--- config.mk ---
export PLATFORM = sky130hd
export DESIGN_NAME = dhcp_client_fsm_core
export DESIGN_NICKNAME = d
export VERILOG_FILES = /design/src/sv/dcf_pkg.sv /design/src/sv/dcf_front.sv /design/src/sv/dcf_queue.sv /design/src/sv/dcf_back.sv /design/src/sv/dhcp_client_fsm_core.sv
export SDC_FILE = /design/constraint.sdc
export NUM_CORES = 1
export LEC_CHECK = 0
export ABC_AREA = 1
export BUFFER_PORTS_ARGS = -buffer_cell sky130_fd_sc_hd__buf_2
export CAP_MARGIN = 20
export CORE_MARGIN = 10
export CORE_UTILIZATION = 37
export CTS_BUF_LIST = sky130_fd_sc_hd__clkbuf_8
export DETAILED_ROUTE_END_ITERATION = 7
export PLACE_DENSITY = 0.55
export SYNTH_ARGS = -nofsm -noshare
export SYNTH_HDL_FRONTEND = slang
export SYNTH_SLANG_ARGS = --single-unit
--- constraint.sdc ---
create_clock -name i_clk -period 17.55 [get_ports i_clk]
set_input_delay 2.6325 -clock i_clk [delete_from_list [all_inputs] [get_ports i_clk]]
set_output_delay 2.6325 -clock i_clk [all_outputs]
set_load 0.1 [all_outputs]
--- src/sv/dcf_pkg.sv ---
// Shared types, codes and helper functions of the DHCP client engine.
`default_nettype none
package dcf_pkg;

    localparam logic [2:0] CMD_START   = 3'd0;
    localparam logic [2:0] CMD_STOP    = 3'd1;
    localparam logic [2:0] CMD_RELEASE = 3'd2;
    localparam logic [2:0] CMD_RX      = 3'd3;
    localparam logic [2:0] CMD_T1      = 3'd4;
    localparam logic [2:0] CMD_T2      = 3'd5;

    localparam logic [1:0] MSG_OFFER = 2'd0;
    localparam logic [1:0] MSG_ACK   = 2'd1;
    localparam logic [1:0] MSG_NAK   = 2'd2;
    localparam logic [1:0] MSG_OTHER = 2'd3;

    localparam logic [1:0] CFG_ENABLE = 2'd0;
    localparam logic [1:0] CFG_RETRY  = 2'd1;
    localparam logic [1:0] CFG_SEED   = 2'd2;

    localparam logic [2:0] ST_CODE_INIT       = 3'd0;
    localparam logic [2:0] ST_CODE_SELECTING  = 3'd1;
    localparam logic [2:0] ST_CODE_REQUESTING = 3'd2;
    localparam logic [2:0] ST_CODE_BOUND      = 3'd3;
    localparam logic [2:0] ST_CODE_RENEWING   = 3'd4;
    localparam logic [2:0] ST_CODE_RELEASING  = 3'd5;

    localparam logic [31:0] LFSR_MASK = 32'h8020_0003;

    localparam int IN_DATA_W  = 264;
    localparam int IN_USER_W  = 5;
    localparam int OUT_DATA_W = 144;

    typedef enum logic [5:0] {
        S_INIT       = 6'b000001,
        S_SELECTING  = 6'b000010,
        S_REQUESTING = 6'b000100,
        S_BOUND      = 6'b001000,
        S_RENEWING   = 6'b010000,
        S_RELEASING  = 6'b100000
    } t_state;

    typedef struct packed {
        logic [2:0]  cmd;
        logic        retain_ip;
        logic [31:0] rx_xid;
        logic [1:0]  msg_type;
        logic [31:0] your_addr;
        logic [31:0] server_addr;
        logic [31:0] server_id;
        logic [31:0] lease_len;
        logic [31:0] router_addr;
        logic        lease_ok;
        logic [31:0] t1_bind;
        logic [31:0] t2_bind;
        logic [31:0] t1_def;
        logic [31:0] t2_def;
    } t_item;

    typedef struct packed {
        logic [2:0]  state_now;
        logic        send_request;
        logic        send_arp;
        logic [31:0] ip_addr;
        logic [31:0] gateway_addr;
        logic        arm_renew;
        logic        arm_rebind;
        logic [31:0] renew_secs;
        logic [31:0] rebind_secs;
        logic        cancel_timers;
        logic        established;
        logic        restarted;
    } t_result;

    function automatic logic [31:0] lfsr_next(input logic [31:0] v);
        logic [31:0] s;
        s = {1'b0, v[31:1]};
        if (v[0]) begin
            s = s ^ LFSR_MASK;
        end
        return s;
    endfunction

    function automatic logic [2:0] state_code(input t_state s);
        logic [2:0] c;
        case (s)
            S_INIT:       c = ST_CODE_INIT;
            S_SELECTING:  c = ST_CODE_SELECTING;
            S_REQUESTING: c = ST_CODE_REQUESTING;
            S_BOUND:      c = ST_CODE_BOUND;
            S_RENEWING:   c = ST_CODE_RENEWING;
            S_RELEASING:  c = ST_CODE_RELEASING;
            default:      c = ST_CODE_INIT;
        endcase
        return c;
    endfunction

endpackage
`default_nettype wire

--- src/sv/dcf_front.sv ---
// Front end: accepts input beats, precomputes lease checks and timer defaults.
`default_nettype none
module dcf_front (
    input  wire logic                           i_clk,
    input  wire logic                           i_rst_n,
    input  wire logic                           s_axis_tvalid,
    output logic                                s_axis_tready,
    input  wire logic [dcf_pkg::IN_DATA_W-1:0]  s_axis_tdata,
    input  wire logic [dcf_pkg::IN_USER_W-1:0]  s_axis_tuser,
    output logic                                o_push_valid,
    input  wire logic                           i_push_ready,
    output dcf_pkg::t_item                      o_push_item
);

    logic           r_valid;
    dcf_pkg::t_item r_item;
    dcf_pkg::t_item n_item;

    logic [31:0] w_lease;
    logic [1:0]  w_flags;
    logic [31:0] w_t1;
    logic [31:0] w_t2;
    logic [34:0] w_seven;
    logic [31:0] w_def1;
    logic [31:0] w_def2;

    assign s_axis_tready = !r_valid || i_push_ready;

    always_comb begin
        w_lease = s_axis_tdata[160:129];
        w_flags = s_axis_tdata[194:193];
        w_t1    = s_axis_tdata[226:195];
        w_t2    = s_axis_tdata[258:227];
        w_seven = {w_lease, 3'b000} - {3'b000, w_lease};
        w_def1  = {1'b0, w_lease[31:1]};
        w_def2  = w_seven[34:3];
        if (w_def1 == 32'd0) begin
            w_def1 = 32'd1;
        end
        if (w_def2 == 32'd0) begin
            w_def2 = 32'd1;
        end

        n_item.cmd          = s_axis_tuser[2:0];
        n_item.msg_type     = s_axis_tuser[4:3];
        n_item.retain_ip    = s_axis_tdata[0];
        n_item.rx_xid       = s_axis_tdata[32:1];
        n_item.your_addr    = s_axis_tdata[64:33];
        n_item.server_addr  = s_axis_tdata[96:65];
        n_item.server_id    = s_axis_tdata[128:97];
        n_item.lease_len    = w_lease;
        n_item.router_addr  = s_axis_tdata[192:161];
        n_item.lease_ok     = (s_axis_tdata[64:33] != 32'd0)
                           && (s_axis_tdata[128:97] != 32'd0) && (w_lease != 32'd0);
        n_item.t1_def       = w_def1;
        n_item.t2_def       = w_def2;
        n_item.t1_bind      = w_flags[0] ? ((w_t1 != 32'd0) ? w_t1 : 32'd1) : w_def1;
        n_item.t2_bind      = w_flags[1] ? ((w_t2 != 32'd0) ? w_t2 : 32'd1) : w_def2;
    end

    always_ff @(posedge i_clk) begin
        if (!i_rst_n) begin
            r_valid <= 1'b0;
        end else if (s_axis_tready) begin
            r_valid <= s_axis_tvalid;
        end
        if (s_axis_tvalid && s_axis_tready) begin
            r_item <= n_item;
        end
    end

    assign o_push_valid = r_valid;
    assign o_push_item  = r_item;

endmodule
`default_nettype wire

--- src/sv/dcf_queue.sv ---
// Two-entry queue between the front end and the execution back end.
`default_nettype none
module dcf_queue (
    input  wire logic           i_clk,
    input  wire logic           i_rst_n,
    input  wire logic           i_push_valid,
    output logic                o_push_ready,
    input  wire dcf_pkg::t_item i_push_item,
    output logic                o_pop_valid,
    input  wire logic           i_pop,
    output dcf_pkg::t_item      o_pop_item
);

    dcf_pkg::t_item r_entry [2];
    logic           r_wr_ptr;
    logic           r_rd_ptr;
    logic [1:0]     r_count;
    logic           w_push;
    logic           w_pop;

    assign o_push_ready = (r_count != 2'd2);
    assign o_pop_valid  = (r_count != 2'd0);
    assign o_pop_item   = r_entry[r_rd_ptr];
    assign w_push       = i_push_valid && o_push_ready;
    assign w_pop        = i_pop && o_pop_valid;

    always_ff @(posedge i_clk) begin
        if (!i_rst_n) begin
            r_wr_ptr <= 1'b0;
            r_rd_ptr <= 1'b0;
            r_count  <= 2'd0;
        end else begin
            if (w_push) begin
                r_wr_ptr <= !r_wr_ptr;
            end
            if (w_pop) begin
                r_rd_ptr <= !r_rd_ptr;
            end
            case ({w_push, w_pop})
                2'b10:   r_count <= r_count + 2'd1;
                2'b01:   r_count <= r_count - 2'd1;
                default: r_count <= r_count;
            endcase
        end
        if (w_push) begin
            r_entry[r_wr_ptr] <= i_push_item;
        end
    end

endmodule
`default_nettype wire

--- src/sv/dcf_back.sv ---
// Back end: client state machine, lease registers and registered result beat.
`default_nettype none
module dcf_back (
    input  wire logic                           i_clk,
    input  wire logic                           i_rst_n,
    input  wire logic                           i_pop_valid,
    output logic                                o_pop,
    input  wire dcf_pkg::t_item                 i_item,
    input  wire logic                           i_cfg_fire,
    input  wire logic [1:0]                     i_cfg_index,
    input  wire logic [31:0]                    i_cfg_data,
    output logic                                m_axis_tvalid,
    input  wire logic                           m_axis_tready,
    output logic [dcf_pkg::OUT_DATA_W-1:0]      m_axis_tdata
);

    dcf_pkg::t_state r_state, n_state;
    logic [31:0] r_lfsr, n_lfsr;
    logic [31:0] r_leased, n_leased;
    logic [31:0] r_server_field, n_server_field;
    logic [31:0] r_server_ident, n_server_ident;
    logic [31:0] r_lease, n_lease;
    logic [31:0] r_bound_ip, n_bound_ip;
    logic [31:0] r_gateway, n_gateway;
    logic [31:0] r_renew, n_renew;
    logic [31:0] r_rebind, n_rebind;
    logic        r_requested, n_requested;
    logic        r_bound_flag, n_bound_flag;
    logic        r_enabled, n_enabled;
    logic        r_retry, n_retry;
    logic        r_out_valid;
    dcf_pkg::t_result r_out, n_out;

    logic go_stop, go_keep, go_restart, go_store;

    assign o_pop = i_pop_valid && (!r_out_valid || m_axis_tready);

    always_comb begin
        n_state        = r_state;
        n_lfsr         = r_lfsr;
        n_leased       = r_leased;
        n_server_field = r_server_field;
        n_server_ident = r_server_ident;
        n_lease        = r_lease;
        n_bound_ip     = r_bound_ip;
        n_gateway      = r_gateway;
        n_renew        = r_renew;
        n_rebind       = r_rebind;
        n_requested    = r_requested;
        n_bound_flag   = r_bound_flag;
        n_enabled      = r_enabled;
        n_retry        = r_retry;
        n_out          = '0;
        go_stop        = 1'b0;
        go_keep        = 1'b0;
        go_restart     = 1'b0;
        go_store       = 1'b0;

        if (o_pop && r_enabled) begin
            case (i_item.cmd)
                dcf_pkg::CMD_START: begin
                    if (!r_requested) begin
                        n_requested = 1'b1;
                        n_state = (r_leased != 32'd0) ? dcf_pkg::S_REQUESTING
                                                      : dcf_pkg::S_SELECTING;
                        n_lfsr = dcf_pkg::lfsr_next(r_lfsr);
                        n_out.send_request = 1'b1;
                    end
                end
                dcf_pkg::CMD_STOP: begin
                    go_stop = 1'b1;
                    go_keep = i_item.retain_ip;
                end
                dcf_pkg::CMD_RELEASE: begin
                    if (r_state == dcf_pkg::S_SELECTING) begin
                        go_stop = 1'b1;
                    end else if (r_state == dcf_pkg::S_REQUESTING
                              || r_state == dcf_pkg::S_BOUND
                              || r_state == dcf_pkg::S_RENEWING) begin
                        if (!r_retry) begin
                            go_stop = 1'b1;
                        end else begin
                            n_state = dcf_pkg::S_RELEASING;
                            n_lfsr = dcf_pkg::lfsr_next(r_lfsr);
                            n_out.send_request = 1'b1;
                        end
                    end
                end
                dcf_pkg::CMD_RX: begin
                    if (r_state != dcf_pkg::S_INIT && i_item.rx_xid == r_lfsr
                        && i_item.msg_type != dcf_pkg::MSG_OTHER) begin
                        case (r_state)
                            dcf_pkg::S_SELECTING: begin
                                if (i_item.msg_type == dcf_pkg::MSG_OFFER) begin
                                    go_store = 1'b1;
                                    if (!i_item.lease_ok) begin
                                        go_restart = 1'b1;
                                    end else begin
                                        n_state = dcf_pkg::S_REQUESTING;
                                        n_out.arm_rebind = 1'b1;
                                        n_out.rebind_secs = i_item.lease_len;
                                        n_out.send_request = 1'b1;
                                    end
                                end
                            end
                            dcf_pkg::S_REQUESTING: begin
                                if (i_item.msg_type == dcf_pkg::MSG_ACK) begin
                                    go_store = 1'b1;
                                    if (!i_item.lease_ok
                                        || i_item.router_addr == 32'd0) begin
                                        go_restart = 1'b1;
                                    end else begin
                                        n_bound_ip   = i_item.your_addr;
                                        n_gateway    = i_item.router_addr;
                                        n_renew      = i_item.t1_bind;
                                        n_rebind     = i_item.t2_bind;
                                        n_bound_flag = 1'b1;
                                        n_state      = dcf_pkg::S_BOUND;
                                        n_out.arm_renew   = 1'b1;
                                        n_out.arm_rebind  = 1'b1;
                                        n_out.renew_secs  = i_item.t1_bind;
                                        n_out.rebind_secs = i_item.t2_bind;
                                        n_out.send_arp    = 1'b1;
                                    end
                                end else if (i_item.msg_type == dcf_pkg::MSG_NAK) begin
                                    go_restart = 1'b1;
                                end
                            end
                            dcf_pkg::S_RENEWING: begin
                                if (i_item.msg_type == dcf_pkg::MSG_ACK) begin
                                    go_store = 1'b1;
                                    if (!i_item.lease_ok) begin
                                        go_restart = 1'b1;
                                    end else begin
                                        n_state  = dcf_pkg::S_BOUND;
                                        n_renew  = i_item.t1_def;
                                        n_rebind = i_item.t2_def;
                                        n_out.arm_renew   = 1'b1;
                                        n_out.arm_rebind  = 1'b1;
                                        n_out.renew_secs  = i_item.t1_def;
                                        n_out.rebind_secs = i_item.t2_def;
                                        n_out.send_arp    = 1'b1;
                                    end
                                end else if (i_item.msg_type == dcf_pkg::MSG_NAK) begin
                                    go_restart = 1'b1;
                                end
                            end
                            dcf_pkg::S_RELEASING: begin
                                n_state = dcf_pkg::S_INIT;
                            end
                            default: begin
                            end
                        endcase
                    end
                end
                dcf_pkg::CMD_T1: begin
                    if (r_state == dcf_pkg::S_BOUND) begin
                        n_lfsr = dcf_pkg::lfsr_next(r_lfsr);
                        n_state = dcf_pkg::S_RENEWING;
                        n_out.send_request = 1'b1;
                    end
                end
                dcf_pkg::CMD_T2: begin
                    go_restart = 1'b1;
                end
                default: begin
                end
            endcase
        end

        if (go_store) begin
            n_leased       = i_item.your_addr;
            n_server_field = i_item.server_addr;
            n_server_ident = i_item.server_id;
            n_lease        = i_item.lease_len;
        end

        if (go_stop || go_restart) begin
            n_state        = dcf_pkg::S_INIT;
            n_bound_ip     = 32'd0;
            n_gateway      = 32'd0;
            n_out.cancel_timers = 1'b1;
            if (!go_keep) begin
                n_leased = 32'd0;
            end
            n_lease        = 32'd0;
            n_renew        = 32'd0;
            n_rebind       = 32'd0;
            n_server_field = 32'd0;
            n_server_ident = 32'd0;
            n_bound_flag   = 1'b0;
            n_requested    = 1'b0;
        end

        if (go_restart) begin
            n_requested = 1'b1;
            n_state     = dcf_pkg::S_SELECTING;
            n_lfsr      = dcf_pkg::lfsr_next(r_lfsr);
            n_out.send_request = 1'b1;
            n_out.restarted    = 1'b1;
        end

        n_out.state_now    = dcf_pkg::state_code(n_state);
        n_out.ip_addr      = n_bound_ip;
        n_out.gateway_addr = n_gateway;
        n_out.established  = n_bound_flag;

        if (i_cfg_fire) begin
            case (i_cfg_index)
                dcf_pkg::CFG_ENABLE: n_enabled = i_cfg_data[0];
                dcf_pkg::CFG_RETRY:  n_retry   = i_cfg_data[0];
                dcf_pkg::CFG_SEED:   n_lfsr    = (i_cfg_data != 32'd0) ? i_cfg_data : 32'd1;
                default: begin
                end
            endcase
        end
    end

    always_ff @(posedge i_clk) begin
        if (!i_rst_n) begin
            r_state        <= dcf_pkg::S_INIT;
            r_lfsr         <= 32'd1;
            r_leased       <= 32'd0;
            r_server_field <= 32'd0;
            r_server_ident <= 32'd0;
            r_lease        <= 32'd0;
            r_bound_ip     <= 32'd0;
            r_gateway      <= 32'd0;
            r_renew        <= 32'd0;
            r_rebind       <= 32'd0;
            r_requested    <= 1'b0;
            r_bound_flag   <= 1'b0;
            r_enabled      <= 1'b1;
            r_retry        <= 1'b0;
            r_out_valid    <= 1'b0;
        end else begin
            r_state        <= n_state;
            r_lfsr         <= n_lfsr;
            r_leased       <= n_leased;
            r_server_field <= n_server_field;
            r_server_ident <= n_server_ident;
            r_lease        <= n_lease;
            r_bound_ip     <= n_bound_ip;
            r_gateway      <= n_gateway;
            r_renew        <= n_renew;
            r_rebind       <= n_rebind;
            r_requested    <= n_requested;
            r_bound_flag   <= n_bound_flag;
            r_enabled      <= n_enabled;
            r_retry        <= n_retry;
            if (o_pop) begin
                r_out_valid <= 1'b1;
            end else if (m_axis_tready) begin
                r_out_valid <= 1'b0;
            end
        end
        if (o_pop) begin
            r_out <= n_out;
        end
    end

    assign m_axis_tvalid = r_out_valid;
    assign m_axis_tdata  = {6'd0, r_out.restarted, r_out.established, r_out.cancel_timers,
                            r_out.rebind_secs, r_out.renew_secs, r_out.arm_rebind,
                            r_out.arm_renew, r_out.gateway_addr, r_out.ip_addr,
                            r_out.send_arp, r_out.send_request, r_out.state_now};

endmodule
`default_nettype wire

--- src/sv/dhcp_client_fsm_core.sv ---
// An accepted input beat passes the front register, the queue and the output register to its result beat.
// Throughput: one beat per cycle while neither side stalls; front register, 2-entry queue and output register
// let each side stall independently, and the back end retires one event per cycle while its output register is free.
// Reset (i_rst_n low, synchronous): state init, xid generator 1, lease cleared,
// DHCP enabled, release retry off, queue and output empty.
`default_nettype none
module dhcp_client_fsm_core (
    input  wire logic         i_clk,
    input  wire logic         i_rst_n,
    input  wire logic         s_axis_tvalid,
    output logic              s_axis_tready,
    // retain_ip, rx_xid, your_addr, server_addr, server_id, lease_len,
    // router_addr, option_flags, t1_time, t2_time, zero pad
    input  wire logic [263:0] s_axis_tdata,
    // cmd, msg_type
    input  wire logic [4:0]   s_axis_tuser,
    output logic              m_axis_tvalid,
    input  wire logic         m_axis_tready,
    // state_now, send_request, send_arp, ip_addr, gateway_addr, arm_renew,
    // arm_rebind, renew_secs, rebind_secs, cancel_timers, established,
    // restarted, zero pad
    output logic [143:0]      m_axis_tdata,
    input  wire logic         i_cfg_valid,
    output logic              o_cfg_ready,
    input  wire logic [1:0]   i_cfg_index,
    input  wire logic [31:0]  i_cfg_data
);

    logic           w_push_valid;
    logic           w_push_ready;
    dcf_pkg::t_item w_push_item;
    logic           w_pop_valid;
    logic           w_pop;
    dcf_pkg::t_item w_pop_item;

    assign o_cfg_ready = 1'b1;

    dcf_front u_front (
        .i_clk         (i_clk),
        .i_rst_n       (i_rst_n),
        .s_axis_tvalid (s_axis_tvalid),
        .s_axis_tready (s_axis_tready),
        .s_axis_tdata  (s_axis_tdata),
        .s_axis_tuser  (s_axis_tuser),
        .o_push_valid  (w_push_valid),
        .i_push_ready  (w_push_ready),
        .o_push_item   (w_push_item)
    );

    dcf_queue u_queue (
        .i_clk        (i_clk),
        .i_rst_n      (i_rst_n),
        .i_push_valid (w_push_valid),
        .o_push_ready (w_push_ready),
        .i_push_item  (w_push_item),
        .o_pop_valid  (w_pop_valid),
        .i_pop        (w_pop),
        .o_pop_item   (w_pop_item)
    );

    dcf_back u_back (
        .i_clk         (i_clk),
        .i_rst_n       (i_rst_n),
        .i_pop_valid   (w_pop_valid),
        .o_pop         (w_pop),
        .i_item        (w_pop_item),
        .i_cfg_fire    (i_cfg_valid && o_cfg_ready),
        .i_cfg_index   (i_cfg_index),
        .i_cfg_data    (i_cfg_data),
        .m_axis_tvalid (m_axis_tvalid),
        .m_axis_tready (m_axis_tready),
        .m_axis_tdata  (m_axis_tdata)
    );

endmodule
`default_nettype wire

==> impl_metrics.json <==
{
  "setup_viol": 0,
  "grt_pass1_vias": 28690,
  "hold_viol_final": 0,
  "total_power_mw": 7.878,
  "critPathCaptureType": "register",
  "register_area_mm2": 0.03065,
  "post_cts_resized": 0,
  "ys_seq_area_share_pct": 70.47,
  "cts.clk_slew.worst_paths_ns": 0.06,
  "finalCritPeriodShare_pct": 30.77,
  "synth_top_area_share_pct": 63.79,
  "clk_latency_ns": 0.86,
  "place.port_buffers": 410,
  "wirelength_um": 122100,
  "cp.required_ns": 18.10,
  "dieWidth_um": 362.9,
  "setup_tns_ns": 0,
  "cts_sinks": 1069,
  "synth_top_flop_cell": "edfxtp_1",
  "clockBufferDepth": 3,
  "io_pins": 455,
  "vias": 28880,
  "drt_iter0_drc": 2213,
  "ys_seq_elements": 1069,
  "core_mm2": 0.1165,
  "post-route-cell-area_mm2": 0.05039,
  "area_growth_pct": 15.85,
  "finalCriticalPeriod_ns": 5.400,
  "rsz0062_at_grt": "false",
  "p_leak_nw": 19.65,
  "grt_usage_pct": 18.08,
  "rows": 125,
  "maxSlewViolCount": 0,
  "cp_max_fo": 93,
  "nets": 4601,
  "skew_ns": 0.04862,
  "min_path_type": "register to register",
  "synth_warnings": 0,
  "cts_hold_buf": 0,
  "antenna_found_initial": 13,
  "design.die.area_mm2": 0.1317,
  "grt_max_degree": 165,
  "place.detailed.hpwl_um": 80420,
  "placed_area_mm2": 0.04684,
  "nFillCells": 11000,
  "syn_area_mm2": 0.04349,
  "final_antenna_net_count": 0,
  "synth.area.top_cells": "edfxtp_1 (64%), nand2_1 (9.3%), dfxtp_1 (6.7%)",
  "via_per_inst": 4.856,
  "drc_errors": 0,
  "dieHeight_um": 362.9,
  "power_density_mw_per_mm2": 156.3,
  "cts_tree": "done",
  "avgSynthCellArea_um2": 11.34,
  "htree_levels": 4,
  "wl_per_cell_um": 20.53,
  "multi_input_area_mm2": 0.01069,
  "maxCapViolCount": 0,
  "worstMarginPinSlew_ns": 1.120,
  "ir_worst_vdd_mv": 0.1553,
  "fin_util_pct": 43.25,
  "fmax_ghz": 0.1852,
  "drive_gt1_share_pct": 17.48,
  "slew_headroom_pct": 25.34,
  "cts_inserted_buffers": 179,
  "synth.distinct_cells": 52,
  "dr.pass1.iters": 5,
  "globalplace.congestion": 0.9056,
  "clockRootBuffer": "clkbuf_8",
  "critPathLaunchType": "register",
  "synthArstFlopShare_pct": 0,
  "cts_setup_buffers": 0,
  "synth_top_cell_by_area": "edfxtp_1",
  "cp.arrival_ns": 5.95,
  "crit_type": "register to register",
  "synth_edf_count": 924,
  "syn_inst": 3834,
  "grt_overflow_total": 0,
  "grt_pass1_wl_um": 179700,
  "min_from": "u_front.o_push_item[316]",
  "initial_core_util_pct": 37.33,
  "status": "complete, no violations"
}
cells in the final DEF, fill, tap and decap left out, drive strengths merged, types with 30 or more instances in the layout:
master     n
buf      435
o21ai    222
edfxtp   924
nand2   1081
o211ai    63
dfxtp    145
a31oi     61
clkinv    62
nor2     249
or2       65
inv      407
clkbuf   196
nor4      45
nor3      77
nand3     75
ha        30
a21oi    118
nand4     42
sequential cells by signal, indices dropped and copies added, names as in the netlist, named ones only:
register and count:
u_back.m_axis_tdata 138, u_back.m_axis_tvalid 1, u_back.r_bound_flag 1, u_back.r_bound_ip 32, u_back.r_enabled 1, u_back.r_gateway 32
u_back.r_leased 32, u_back.r_lfsr 32, u_back.r_requested 1, u_back.r_retry 1, u_back.r_state 6, u_front.o_push_item 262
u_front.o_push_valid 1, u_queue.r_count 2, u_queue.r_entry 524, u_queue.r_rd_ptr 1, u_queue.r_wr_ptr 1
path summary, 6_finish.rpt:
kind / to / slack, ns / depth (start not counted)
setup / recovery: u_back.m_axis_tdata[45] / 12.15 / 17
hold / removal: u_queue.r_entry[1][315] / 0.40 / 0
setup reg to reg: u_back.m_axis_tdata[45] / 12.15 / 17
hold reg to reg: u_queue.r_entry[1][315] / 0.40 / 0
cell usage after synthesis (9+ instances only):
cell type	count
buf_6	15
xnor2_1	21
dfxtp_1	145
a31oi_1	61
nand2_1	1077
ha_1	30
nand4_1	42
or2_2	64
a21o_1	9
buf_2	34
o21ai_0	173
mux2i_1	18
inv_1	331
o211ai_1	63
clkbuf_1	119
nor4_1	45
nor3_2	12
o22ai_1	9
nand3b_1	9
nand3_1	74
nor2_1	246
o21ai_1	48
edfxtp_1	924
buf_4	16
xor2_1	13
nor3_1	64
a21oi_1	117
critical path, cell delays in order, from the launching register on:
cell     delay (ns)
dfxtp_4        0.53
buf_4          0.75
nand2_1        0.15
nand3_1        0.13
nand2_1        0.06
nor2_1         0.18
nand2_1        0.09
nor2_1         0.09
nand2_1        0.07
nor2_2         0.22
nand3_2        0.16
nor2_1         0.16
nand2_1        0.11
nand2_1        0.08
nand2_2        0.52
nand2_4        0.66
buf_4          0.85
nor2_1         0.13
where the power goes:
part,switching (mW),internal [mW],leakage [nW],total [mW]
clock,1.01,1.15,2.04,2.15
combinational,2.01,0.383,7.72,2.39
sequential,0.131,3.20,9.90,3.33
kinds of logic (layout without fill, tap and decap cells):
family	after synthesis	after routing	synth area share [%]
other cells	2	14	0.01727
fa+ha+maj	30	30	0.8630
buf+inv	533	1111	5.106
compound gates	504	504	6.579
mux	18	18	0.4142
simple gates	1644	1644	15.87
xor+xnor	34	34	0.6847
flops	1069	1069	70.47
final cells by class:
| class | instances | area share, % |
|---|---|---|
| flip-flops and latches | 1069 | 60.83 |
| clock inverters | 139 | 1.607 |
| inverters | 341 | 2.572 |
| diodes | 7 | 0.03476 |
| multi-input cells | 2237 | 21.21 |
| well taps | 1524 | 3.784 |
| repair buffers | 435 | 4.609 |
| clock buffers | 196 | 5.353 |
layer usage:
layer  up-vias  GRT usage, %  part of all wire (%)
li1      14030             -                     -
met1     13800         22.30                    41
met2       837         30.93                    49
met3       208         4.203                   6.3
met4        14         6.125                   2.6
met5         -             0                 0.086
stage by stage:
step	hold WS [ns]	cells	worst slack, ns
final	0.3990	5948	12.15
after global routing	0.3929	5943	11.60
after CTS	0.3905	5940	12.11
after detailed placement	0.4290	5605	11.54
after global placement	0.4212	5605	11.51
after floorplan	0.4215	3839	5.200
No activity file was read; power rests on OpenSTA's default activity.
